==> src/tdp_pkg.sv <==
// ----------------------------------------------------------------------------
// Trial division prime test: package
// Shared constants and the status bundle of the serial remainder unit.
// ----------------------------------------------------------------------------
`timescale 1ns / 1ps

package tdp_pkg;

    // Default candidate width
    localparam int VALUE_BITS_DEFAULT = 10;

    // Smallest divisor tried
    localparam int FIRST_DIVISOR = 2;

    // Status from the remainder unit to the controller
    typedef struct packed {
        logic done;   // one-cycle pulse, remainder is final
        logic zero;   // remainder is zero (valid with done)
    } rem_status_t;

endpackage

==> src/tdp_rem_serial.sv <==
// ----------------------------------------------------------------------------
// Trial division prime test: serial remainder unit
// Restoring division, one dividend bit per cycle, MSB first. Reports only
// whether the remainder is zero.
// ----------------------------------------------------------------------------
`timescale 1ns / 1ps

module tdp_rem_serial #(
    parameter int VALUE_BITS = tdp_pkg::VALUE_BITS_DEFAULT
) (
    input  logic                    clk,
    input  logic                    rst_n,
    input  logic                    start,
    input  logic [VALUE_BITS-1:0]   dividend,
    input  logic [VALUE_BITS-1:0]   divisor,
    output tdp_pkg::rem_status_t    status
);
    import tdp_pkg::*;

    localparam int CNT_BITS = $clog2(VALUE_BITS + 1);
    localparam logic [CNT_BITS-1:0] CNT_LOAD = CNT_BITS'(VALUE_BITS);
    localparam logic [CNT_BITS-1:0] CNT_LAST = CNT_BITS'(1);

    logic                  busy_reg;
    logic                  done_reg;
    logic [CNT_BITS-1:0]   cnt_reg;
    logic [VALUE_BITS-1:0] shift_reg;
    logic [VALUE_BITS-1:0] rem_reg;
    logic [VALUE_BITS-1:0] rem_next;
    logic [VALUE_BITS:0]   trial;
    logic [VALUE_BITS:0]   diff;

    // One restoring step: bring in the next dividend bit, subtract if it fits
    always_comb
    begin
        trial = {rem_reg, shift_reg[VALUE_BITS-1]};
        diff  = trial - {1'b0, divisor};
        if (trial >= {1'b0, divisor})
        begin
            rem_next = diff[VALUE_BITS-1:0];
        end
        else
        begin
            rem_next = trial[VALUE_BITS-1:0];
        end
    end

    // Control: bit counter and done pulse
    always_ff @(posedge clk or negedge rst_n)
    begin
        if (!rst_n)
        begin
            busy_reg <= 1'b0;
            done_reg <= 1'b0;
            cnt_reg  <= '0;
        end
        else
        begin
            done_reg <= busy_reg && (cnt_reg == CNT_LAST);
            if (start)
            begin
                busy_reg <= 1'b1;
                cnt_reg  <= CNT_LOAD;
            end
            else if (busy_reg)
            begin
                cnt_reg <= cnt_reg - CNT_LAST;
                if (cnt_reg == CNT_LAST)
                begin
                    busy_reg <= 1'b0;
                end
            end
        end
    end

    // Datapath: dividend shifter and partial remainder
    always_ff @(posedge clk)
    begin
        if (start)
        begin
            shift_reg <= dividend;
            rem_reg   <= '0;
        end
        else if (busy_reg)
        begin
            shift_reg <= {shift_reg[VALUE_BITS-2:0], 1'b0};
            rem_reg   <= rem_next;
        end
    end

    assign status.done = done_reg;
    assign status.zero = (rem_reg == '0);

endmodule

==> config.mk <==
export PLATFORM = sky130hd
export DESIGN_NAME = tdp_rem_serial
export DESIGN_NICKNAME = d
export VERILOG_FILES = /design/src/tdp_pkg.sv /design/src/tdp_rem_serial.sv
export SDC_FILE = /design/constraint.sdc
export NUM_CORES = 1
export LEC_CHECK = 0
export BUFFER_PORTS_ARGS = -buffer_cell sky130_fd_sc_hd__buf_2
export CAP_MARGIN = 20
export CORE_MARGIN = 3
export CORE_UTILIZATION = 56
export CTS_CLUSTER_SIZE = 28
export DETAILED_ROUTE_END_ITERATION = 8
export PLACE_DENSITY_LB_ADDON = 0.2
export SETUP_SLACK_MARGIN = 0.05
export SYNTH_ARGS = -nofsm -noshare
export SYNTH_HDL_FRONTEND = slang
export SYNTH_SLANG_ARGS = --single-unit
==> constraint.sdc <==
create_clock -name clk -period 2.8 [get_ports clk]
set_clock_uncertainty 0.05 [all_clocks]
set_input_delay 0.42 -clock clk [delete_from_list [all_inputs] [get_ports clk]]
set_output_delay 0.42 -clock clk [all_outputs]
set_load 0.05 [all_outputs]
==> results.py, run 1 <==
metrics = {
    "setup_path": {
        "regToRegSetupSlack_ns": 0.32,
        "crit_path_start_kind": "flip-flop",
        "crit_chain": "ha_1 > nand2b_1 > a211oi_2 > o41ai_2 > a41oi_2 > buf_4 > o21a_1 > a211oi_1",
        "cp-end-kind": "flip-flop",
        "worstSetupPathType": "flip-flop to flip-flop",
        "critical-path-top-delay-family": "compound AO/OA/AOI/OAI gates",
        "critPathArrivalTime_ns": 2.66,
        "reg2reg_from": "rem_reg[0]$_SDFFE_PP0P_",
        "reg2reg_depth": 8,
        "required_ns": 2.98,
        "path_buf_inv": 1,
        "cp_slowest_cell": "o41ai_2",
        "r2r_end": "rem_reg[8]$_SDFFE_PP0P_",
        "cp_max_fo": 6,
        "critPathMaxStageDelay_ns": 0.47,
    },
    "synth": {
        "ys_top_cells_by_area": "edfxtp_1 (18%), dfxtp_1 (12%), dfrtp_1 (8.9%)",
        "synth_edf_count": 10,
        "syn_nets": 207,
        "yosysSeqAreaShare_pct": 38.5,
        "ys.flop_type": "edfxtp_1",
        "yosys-top-cells-count": "inv_1 (18), nand2_1 (15), nor2_1 (15)",
        "synth_top_area_cell": "edfxtp_1",
        "synth_top_area_share_pct": 17.8,
        "syn_avg_cell_area_um2": 9.89,
        "synthCells": 171,
        "yosysMostFrequentCell": "inv_1",
        "async_reset_ff_share_pct": 23.1,
        "synth-seq-cells": 26,
        "ys_warn_count": 0,
        "netlist_area_mm2": 0.00169,
        "synth_cell_types": 43,
    },
    "outcome": {
        "status": "complete, no violations",
    },
    "power_and_ir_drop": {
        "comb_power_share_pct": 47.0,
        "netSwitchingPower_uw": 575,
        "p_leak_uw": 0.000842,
        "p_total_uw": 1500,
        "power.density_mw_per_mm2": 800,
        "internal_power_uw": 923,
        "p_seq_share_pct": 36.3,
        "swShare_pct": 38.4,
        "clkPwrFrac_pct": 16.8,
        "ir_drop_uv": 429,
    },
    "cells_and_area": {
        "final_net_count": 233,
        "drive_above_1_share_pct": 25.0,
        "diodes": 0,
        "fin_area_mm2": 0.00187,
        "area_growth_pct": 10.7,
    },
    "hold_path": {
        "holdPathStages": 2,
        "holdPathEnd": "shift_reg[0]$_SDFFCE_PN0P_",
        "hold_class": "input port to flip-flop",
        "worstHoldStart": "dividend[0]",
    },
    "drt": {
        "wl_per_cell_um": 14.2,
        "drt-initial-drc-count": 37,
        "vias": 1332,
        "route.detailed.drc": 0,
        "antenna_left": 0,
        "avgViaCountPerCell": 5.87,
        "wl_um": 3230,
        "first_pass_iters": 4,
    },
    "clock_network": {
        "cts_tree": "yes",
        "clock-sinks": 26,
        "insertion_delay_ns": 0.32,
        "cts_buffer_depth": 2,
        "cts.htree.levels": 1,
        "numCtsBuffers": 3,
        "cts_root_buffer": "clkbuf_4",
        "path_clk_slew_ns": 0.14,
    },
    "grt": {
        "antenna_found_initial": 0,
        "grt.total_usage_pct": 18.8,
        "grt_overflow": 0,
        "grt_pass1_vias": 1280,
        "grt_pass1_wl_um": 5310,
        "grt_start_max_net_pins": 24,
    },
    "floorplan": {
        "initial_core_util_pct": 60.3,
        "die-area_mm2": 0.00371,
        "ios": 25,
        "fp-row-count": 19,
        "die_x_um": 60.9,
        "core-area_mm2": 0.00281,
        "die_y_um": 60.9,
    },
    "timing": {
        "hold_slack_ns": 0.326,
        "post-route-min-period_ns": 2.48,
        "setup_viol": 0,
        "drv_slew": 0,
        "tightest_slew_ns": 0.712,
        "relSlewSlack_pct": 52.5,
        "period_share_pct": 88.5,
        "max_freq_ghz": 0.404,
        "finalSetupTns_ns": 0,
        "finalHoldViolCount": 0,
        "rsz0062_at_grt": "no",
    },
    "job": {
        "max_cap_viol_count": 0,
    },
    "placed_design": {
        "place.gp.congestion": 0.869,
        "dp_hpwl_um": 2480,
        "place_area_mm2": 0.00181,
        "port-buffer-count": 24,
    },
}
-- what timing repair did --
action / in CTS / in global routing
resized for setup: 0 / 0
hold endpoints to repair: 6 / 0
hold buffers: 1 / 0
buffers inserted: 0 / 0
-- placed cells by master (no fill, tap or decap), types with 2 or more instances in the layout --
cell type	instances
a211oi_1	5
a21oi_1	6
and2_1	2
and3_1	2
buf_2	24
buf_4	2
clkbuf_4	3
dfrtp_1	6
dfxtp_1	10
edfxtp_1	10
ha_1	12
inv_1	18
mux2_2	10
mux2i_1	5
nand2_1	15
nand2b_1	5
nor2_1	15
nor3_1	4
nor4_1	2
o21ai_0	8
or4_1	2
xnor2_1	5
xor2_1	3
-- cells by family (layout without fill, tap and decap cells) --
family                   after synthesis  count (layout)  share of synthesized area, %
AO/OA/AOI/OAI                         32              32                          14.9
AND/OR/NAND/NOR                       53              53                          15.2
buffers and inverters                 24              49                          7.62
flip-flops                            26              26                          38.5
XOR/XNOR                               8               8                          4.15
multiplexers                          15              15                          9.62
adder cells (fa/ha/maj)               13              13                          10.1
-- power by group through the flow --
stage	combinational [uW]	sequential, uW	clock, uW
6_report	704	543	251
5_1_grt	767	551	273
4_1_cts	701	540	256
3_5_place_dp	694	549	0
3_3_place_gp	673	546	0
2_1_floorplan	569	522	0
-- metrics by stage --
stage                     std cells  utilization (%)  setup slack (ns)
after floorplan                 171                -             0.481
after global routing            227             66.7             0.124
after detailed placement        222             64.5             0.172
after CTS                       227             66.7             0.322
after global placement          222             64.5             0.276
final                           227             66.7             0.323
-- area by class of cell --
| class | instances | area, um^2 |
|---|---|---|
| clock buffers | 3 | 22.5 |
| clock inverters | 1 | 30.0 |
| inverters | 18 | 67.6 |
| fillers | 241 | 933 |
| multi-input cells | 121 | 917 |
| well taps | 31 | 38.8 |
| flip-flops and latches | 26 | 651 |
| repair buffers | 27 | 145 |
-- layer usage --
layer	global-route usage, %	share of wire (%)	wire [um]	vias up
li1	-	-	-	656
met1	22.3	45	1440	644
met2	34.4	51	1640	30
met3	4.89	3.5	113	2
met4	3.72	0.74	24	0
met5	0	0	0	-
-- worst max-delay path by stage --
stage                                  from                       to  slack [ns]  cells past startpoint
detailed placement               divisor[2]  rem_reg[1]$_SDFFE_PP0P_        0.17                     10
global route         shift_reg[9]$_DFFE_PP_  rem_reg[8]$_SDFFE_PP0P_        0.12                     10
floorplan                        divisor[2]  rem_reg[7]$_SDFFE_PP0P_        0.48                      9
finish              rem_reg[0]$_SDFFE_PP0P_  rem_reg[8]$_SDFFE_PP0P_        0.32                      8
global placement                 divisor[2]  rem_reg[8]$_SDFFE_PP0P_        0.28                     10
CTS                 rem_reg[0]$_SDFFE_PP0P_  rem_reg[1]$_SDFFE_PP0P_        0.32                      8
Power figures use the tool's default switching activity.
==> run 2: changes to the inputs <==
--- a/config.mk
+++ b/config.mk
@@ -11,6 +11,7 @@
 export CORE_UTILIZATION = 56
 export CTS_CLUSTER_SIZE = 28
 export DETAILED_ROUTE_END_ITERATION = 8
+export MAX_ROUTING_LAYER = met4
 export PLACE_DENSITY_LB_ADDON = 0.2
 export SETUP_SLACK_MARGIN = 0.05
 export SYNTH_ARGS = -nofsm -noshare
==> results.py, run 2 (synthesized netlist as in run 1, its figures left out) <==
metrics = {
    "outcome": {
        "status": "complete, no violations",
    },
    "grt": {
        "grt.total_usage_pct": 19.5,
        "grt_start_max_net_pins": 24,
        "grt_pass1_wl_um": 5330,
        "antenna_found_initial": 0,
        "grt_overflow": 0,
        "grt_pass1_vias": 1274,
    },
    "job": {
        "max_cap_viol_count": 0,
    },
    "floorplan": {
        "die-area_mm2": 0.00371,
        "core-area_mm2": 0.00281,
        "initial_core_util_pct": 60.3,
        "die_x_um": 60.9,
        "fp-row-count": 19,
        "die_y_um": 60.9,
        "ios": 25,
    },
    "placed_design": {
        "post-place-cells": 222,
        "port-buffer-count": 24,
        "place.gp.congestion": 0.883,
        "dp_hpwl_um": 2480,
        "place_area_mm2": 0.00181,
    },
    "setup_path": {
        "critPathLaunch": "rem_reg[0]$_SDFFE_PP0P_",
        "cp-end-kind": "flip-flop",
        "worstSetupPathType": "flip-flop to flip-flop",
        "cp_max_fo": 6,
        "crit_chain": "ha_1 > nand2b_1 > a211oi_2 > o41ai_2 > a41oi_2 > buf_4 > o21a_1 > a211oi_1",
        "critical-path-top-delay-family": "compound AO/OA/AOI/OAI gates",
        "required_ns": 2.98,
        "critPathArrivalTime_ns": 2.65,
        "cp_slowest_cell": "o41ai_2",
        "crit_path_start_kind": "flip-flop",
        "reg2reg_from": "rem_reg[0]$_SDFFE_PP0P_",
        "critPathMaxStageDelay_ns": 0.47,
        "path_buf_inv": 1,
    },
    "cells_and_area": {
        "final_cell_mix": "buf_2 (24), inv_1 (18), nor2_1 (15), nand2_1 (15), ha_1 (12)",
        "final_net_count": 233,
        "area_growth_pct": 10.7,
        "final_common_cell": "buf_2",
        "drive_above_1_share_pct": 25.0,
        "layout.cells.non_filler": 227,
        "fin_area_mm2": 0.00187,
        "diodes": 0,
        "fill_cells": 241,
    },
    "drt": {
        "antenna_left": 0,
        "wl_um": 3190,
        "first_pass_iters": 4,
        "avgViaCountPerCell": 5.84,
        "route.detailed.drc": 0,
        "vias": 1325,
        "drt-initial-drc-count": 49,
        "wl_per_cell_um": 14.1,
    },
    "clock_network": {
        "numCtsBuffers": 3,
        "clock-sinks": 26,
        "cts_buffer_depth": 2,
        "cts.repair.resized": 0,
        "insertion_delay_ns": 0.32,
        "path_clk_slew_ns": 0.14,
        "cts_root_buffer": "clkbuf_4",
        "cts_tree": "yes",
        "cts_hold_buf": 1,
        "cts_setup_buffers": 0,
        "cts.htree.levels": 1,
    },
    "timing": {
        "post-route-min-period_ns": 2.47,
        "finalSetupTns_ns": 0,
        "max_freq_ghz": 0.405,
        "rsz0062_at_grt": "no",
        "period_share_pct": 88.2,
        "finalHoldViolCount": 0,
        "drv_slew": 0,
        "relSlewSlack_pct": 52.8,
        "tightest_slew_ns": 0.708,
        "hold_slack_ns": 0.325,
        "setup_viol": 0,
    },
    "hold_path": {
        "hold_class": "input port to flip-flop",
        "worstHoldStart": "dividend[0]",
    },
    "power_and_ir_drop": {
        "ir_drop_uv": 429,
        "p_total_uw": 1500,
        "power.density_mw_per_mm2": 800,
        "p_leak_uw": 0.000842,
    },
}
==> run 2: cell type report <==
class | count | area, um^2 | area share (%)
sequential | 26 | 651 | 34.8
tap | 31 | 38.8 | 2.07
inverter | 18 | 67.6 | 3.61
timing repair buffer | 27 | 145 | 7.75
clock inverter | 1 | 30.0 | 1.60
clock buffer | 3 | 22.5 | 1.20
multi-input combinational | 121 | 917 | 49.0
==> run 2: layer usage <==
layer,routed length [um],part of all wire [%],track usage (%)
met1,1430,45,22.5
met2,1620,51,34.2
met3,109,3.4,4.89
met4,35,1.1,3.72
met5,0,0,-
==> run 2: final timing paths <==
kind                                              endpoint  slack (ns)  cells after the start
min in group asynchronous           cnt_reg[1]$_DFFE_PN0P_        0.39                      2
worst min register to register     rem_reg[2]$_SDFFE_PP0P_        0.48                      2
worst min-delay path            shift_reg[0]$_SDFFCE_PN0P_        0.33                      2
worst max-delay path               rem_reg[8]$_SDFFE_PP0P_        0.33                      8
worst max register to register     rem_reg[8]$_SDFFE_PP0P_        0.33                      8
max in group asynchronous           cnt_reg[2]$_DFFE_PN0P_        2.18                      2
==> run 2: worst reg2reg max path: stages, from the launching register on <==
cell      delay, ns
dfxtp_1        0.46
ha_1           0.28
nand2b_1       0.12
a211oi_2       0.11
o41ai_2        0.47
a41oi_2        0.29
buf_4          0.22
o21a_1         0.16
a211oi_1       0.23
==> run 2: where the power goes <==
part	internal (uW)	switching, uW	leakage (uW)
clock	145	106	0.0000279
combinational	310	393	0.000556
sequential	468	74.9	0.000258
total	923	574	0.000842
==> run 2: through the flow <==
stage | util [%] | setup slack [ns]
6_report | 66.7 | 0.329
5_1_grt | 66.7 | 0.124
4_1_cts | 66.7 | 0.322
3_5_place_dp | 64.5 | 0.172
3_3_place_gp | 64.5 | 0.276
2_1_floorplan | - | 0.481
==> run 3: changes to the inputs <==
--- a/config.mk
+++ b/config.mk
@@ -8,7 +8,7 @@
 export BUFFER_PORTS_ARGS = -buffer_cell sky130_fd_sc_hd__buf_2
 export CAP_MARGIN = 20
 export CORE_MARGIN = 3
-export CORE_UTILIZATION = 56
+export CORE_UTILIZATION = 36
 export CTS_CLUSTER_SIZE = 28
 export DETAILED_ROUTE_END_ITERATION = 8
 export MAX_ROUTING_LAYER = met4
==> results.py, run 3 (synthesized netlist as in run 1, its figures left out) <==
metrics = {
    "outcome": {
        "status": "complete, no violations",
    },
    "clock_network": {
        "numCtsBuffers": 3,
        "cts_tree": "yes",
        "path_clk_slew_ns": 0.08,
        "insertion_delay_ns": 0.26,
        "cts_setup_buffers": 0,
        "cts_buffer_depth": 2,
        "cts_root_buffer": "clkbuf_8",
        "clock-sinks": 26,
        "cts.htree.levels": 1,
    },
    "setup_path": {
        "cp_slowest_cell": "o41ai_2",
        "path_buf_inv": 1,
        "cp_max_fo": 6,
        "critical-path-top-delay-family": "compound AO/OA/AOI/OAI gates",
        "worstSetupPathType": "flip-flop to flip-flop",
        "crit_path_start_kind": "flip-flop",
        "cp-end-kind": "flip-flop",
        "required_ns": 2.93,
        "crit_chain": "ha_1 > nand2b_1 > a211oi_2 > o41ai_2 > a41oi_2 > buf_4 > o21a_1 > a211oi_1",
        "critPathArrivalTime_ns": 2.55,
        "critPathMaxStageDelay_ns": 0.46,
    },
    "cells_and_area": {
        "final_net_count": 234,
        "final_common_cell": "buf_2",
        "fill_cells": 458,
        "final_cell_mix": "buf_2 (24), inv_1 (18), nor2_1 (15), nand2_1 (15), ha_1 (12)",
        "area_growth_pct": 12.3,
        "diodes": 0,
        "drive_above_1_share_pct": 24.9,
        "regArea_um2": 651,
        "post-route-util_pct": 42.7,
        "multi_input_area_um2": 917,
    },
    "grt": {
        "grt.total_usage_pct": 12.7,
        "grt_pass1_wl_um": 5480,
        "grt_overflow": 0,
        "antenna_found_initial": 0,
        "grt_pass1_vias": 1230,
        "grt_start_max_net_pins": 24,
    },
    "job": {
        "max_cap_viol_count": 0,
    },
    "timing": {
        "rsz0062_at_grt": "no",
        "fin_ws_ns": 0.385,
        "post-route-min-period_ns": 2.42,
        "period_share_pct": 86.3,
        "finalSetupTns_ns": 0,
        "relSlewSlack_pct": 69.8,
        "finalHoldViolCount": 0,
        "tightest_slew_ns": 0.453,
        "setup_viol": 0,
        "drv_slew": 0,
        "max_freq_ghz": 0.414,
    },
    "drt": {
        "avgViaCountPerCell": 5.06,
        "route.detailed.drc": 0,
        "first_pass_iters": 4,
        "vias": 1260,
        "drt-initial-drc-count": 62,
        "wl_um": 3200,
        "wl_per_cell_um": 12.9,
        "antenna_left": 0,
    },
    "floorplan": {
        "core-area_mm2": 0.00444,
        "die-area_mm2": 0.00555,
        "ios": 25,
        "die_x_um": 74.5,
        "die_y_um": 74.5,
        "initial_core_util_pct": 38.0,
        "fp-row-count": 24,
    },
    "power_and_ir_drop": {
        "p_leak_uw": 0.000841,
        "power.density_mw_per_mm2": 763,
        "ir_drop_uv": 350,
        "p_total_uw": 1450,
    },
    "placed_design": {
        "port-buffer-count": 24,
        "place.gp.congestion": 0.962,
        "dp_hpwl_um": 2600,
        "pre_cts_slack_ns": 0.175,
    },
    "hold_path": {
        "hold_class": "input port to flip-flop",
    },
}
## run 3: stage by stage
stage,instances,hold slack (ns),instance area [um^2]
2_1_floorplan,171,0.0744,1700
4_1_cts,249,0.384,1900
6_report,249,0.388,1900
5_1_grt,249,0.392,1900
3_3_place_gp,244,0.197,1840
3_5_place_dp,244,0.200,1840
## run 3: final cells by class
class                   instances  area share (%)
multi-input cells             121            48.3
flip-flops and latches         26            34.3
repair buffers                 28            8.04
inverters                      18            3.56
well taps                      52            3.43
clock buffers                   4            2.37
## run 3: worst register-to-register path: cells and delay by family (launching register included)
kind                     cells  cell delay (ns)
AND/OR/NAND/NOR              1             0.12
adder cells (fa/ha/maj)      1             0.28
buffers and inverters        1             0.22
AO/OA/AOI/OAI                5             1.22
flip-flops                   1             0.43
## run 3: routing by layer
metal | vias to the layer above | routed length, um | track usage, %
met4 | 0 | 0 | 0.593
met3 | 0 | 79 | 2.84
met5 | - | 0 | -
met2 | 15 | 1610 | 21.3
met1 | 588 | 1520 | 16.7
li1 | 657 | - | -
## run 3: power by group
group | switching, uW | internal (uW) | total [uW]
combinational | 387 | 309 | 696
clock | 110 | 102 | 212
sequential | 73.2 | 468 | 541
total | 570 | 879 | 1450
## run 3: repair_timing
action	in CTS	in global routing
hold buffers	1	0
hold endpoints to repair	6	0
gates resized for setup	0	0
## run 3: path summary, 6_finish.rpt
path / slack (ns) / to / from / cells past startpoint
max in group asynchronous: 2.11 / busy_reg$_DFF_PN0_ / rst_n / 2
min: 0.39 / shift_reg[0]$_SDFFCE_PN0P_ / dividend[0] / 2
min reg2reg: 0.47 / rem_reg[9]$_SDFFE_PP0P_ / rem_reg[9]$_SDFFE_PP0P_ / 2
max reg2reg: 0.38 / rem_reg[8]$_SDFFE_PP0P_ / rem_reg[0]$_SDFFE_PP0P_ / 8
min in group asynchronous: 0.45 / cnt_reg[3]$_DFFE_PN0P_ / rst_n / 2
max: 0.38 / rem_reg[8]$_SDFFE_PP0P_ / rem_reg[0]$_SDFFE_PP0P_ / 8
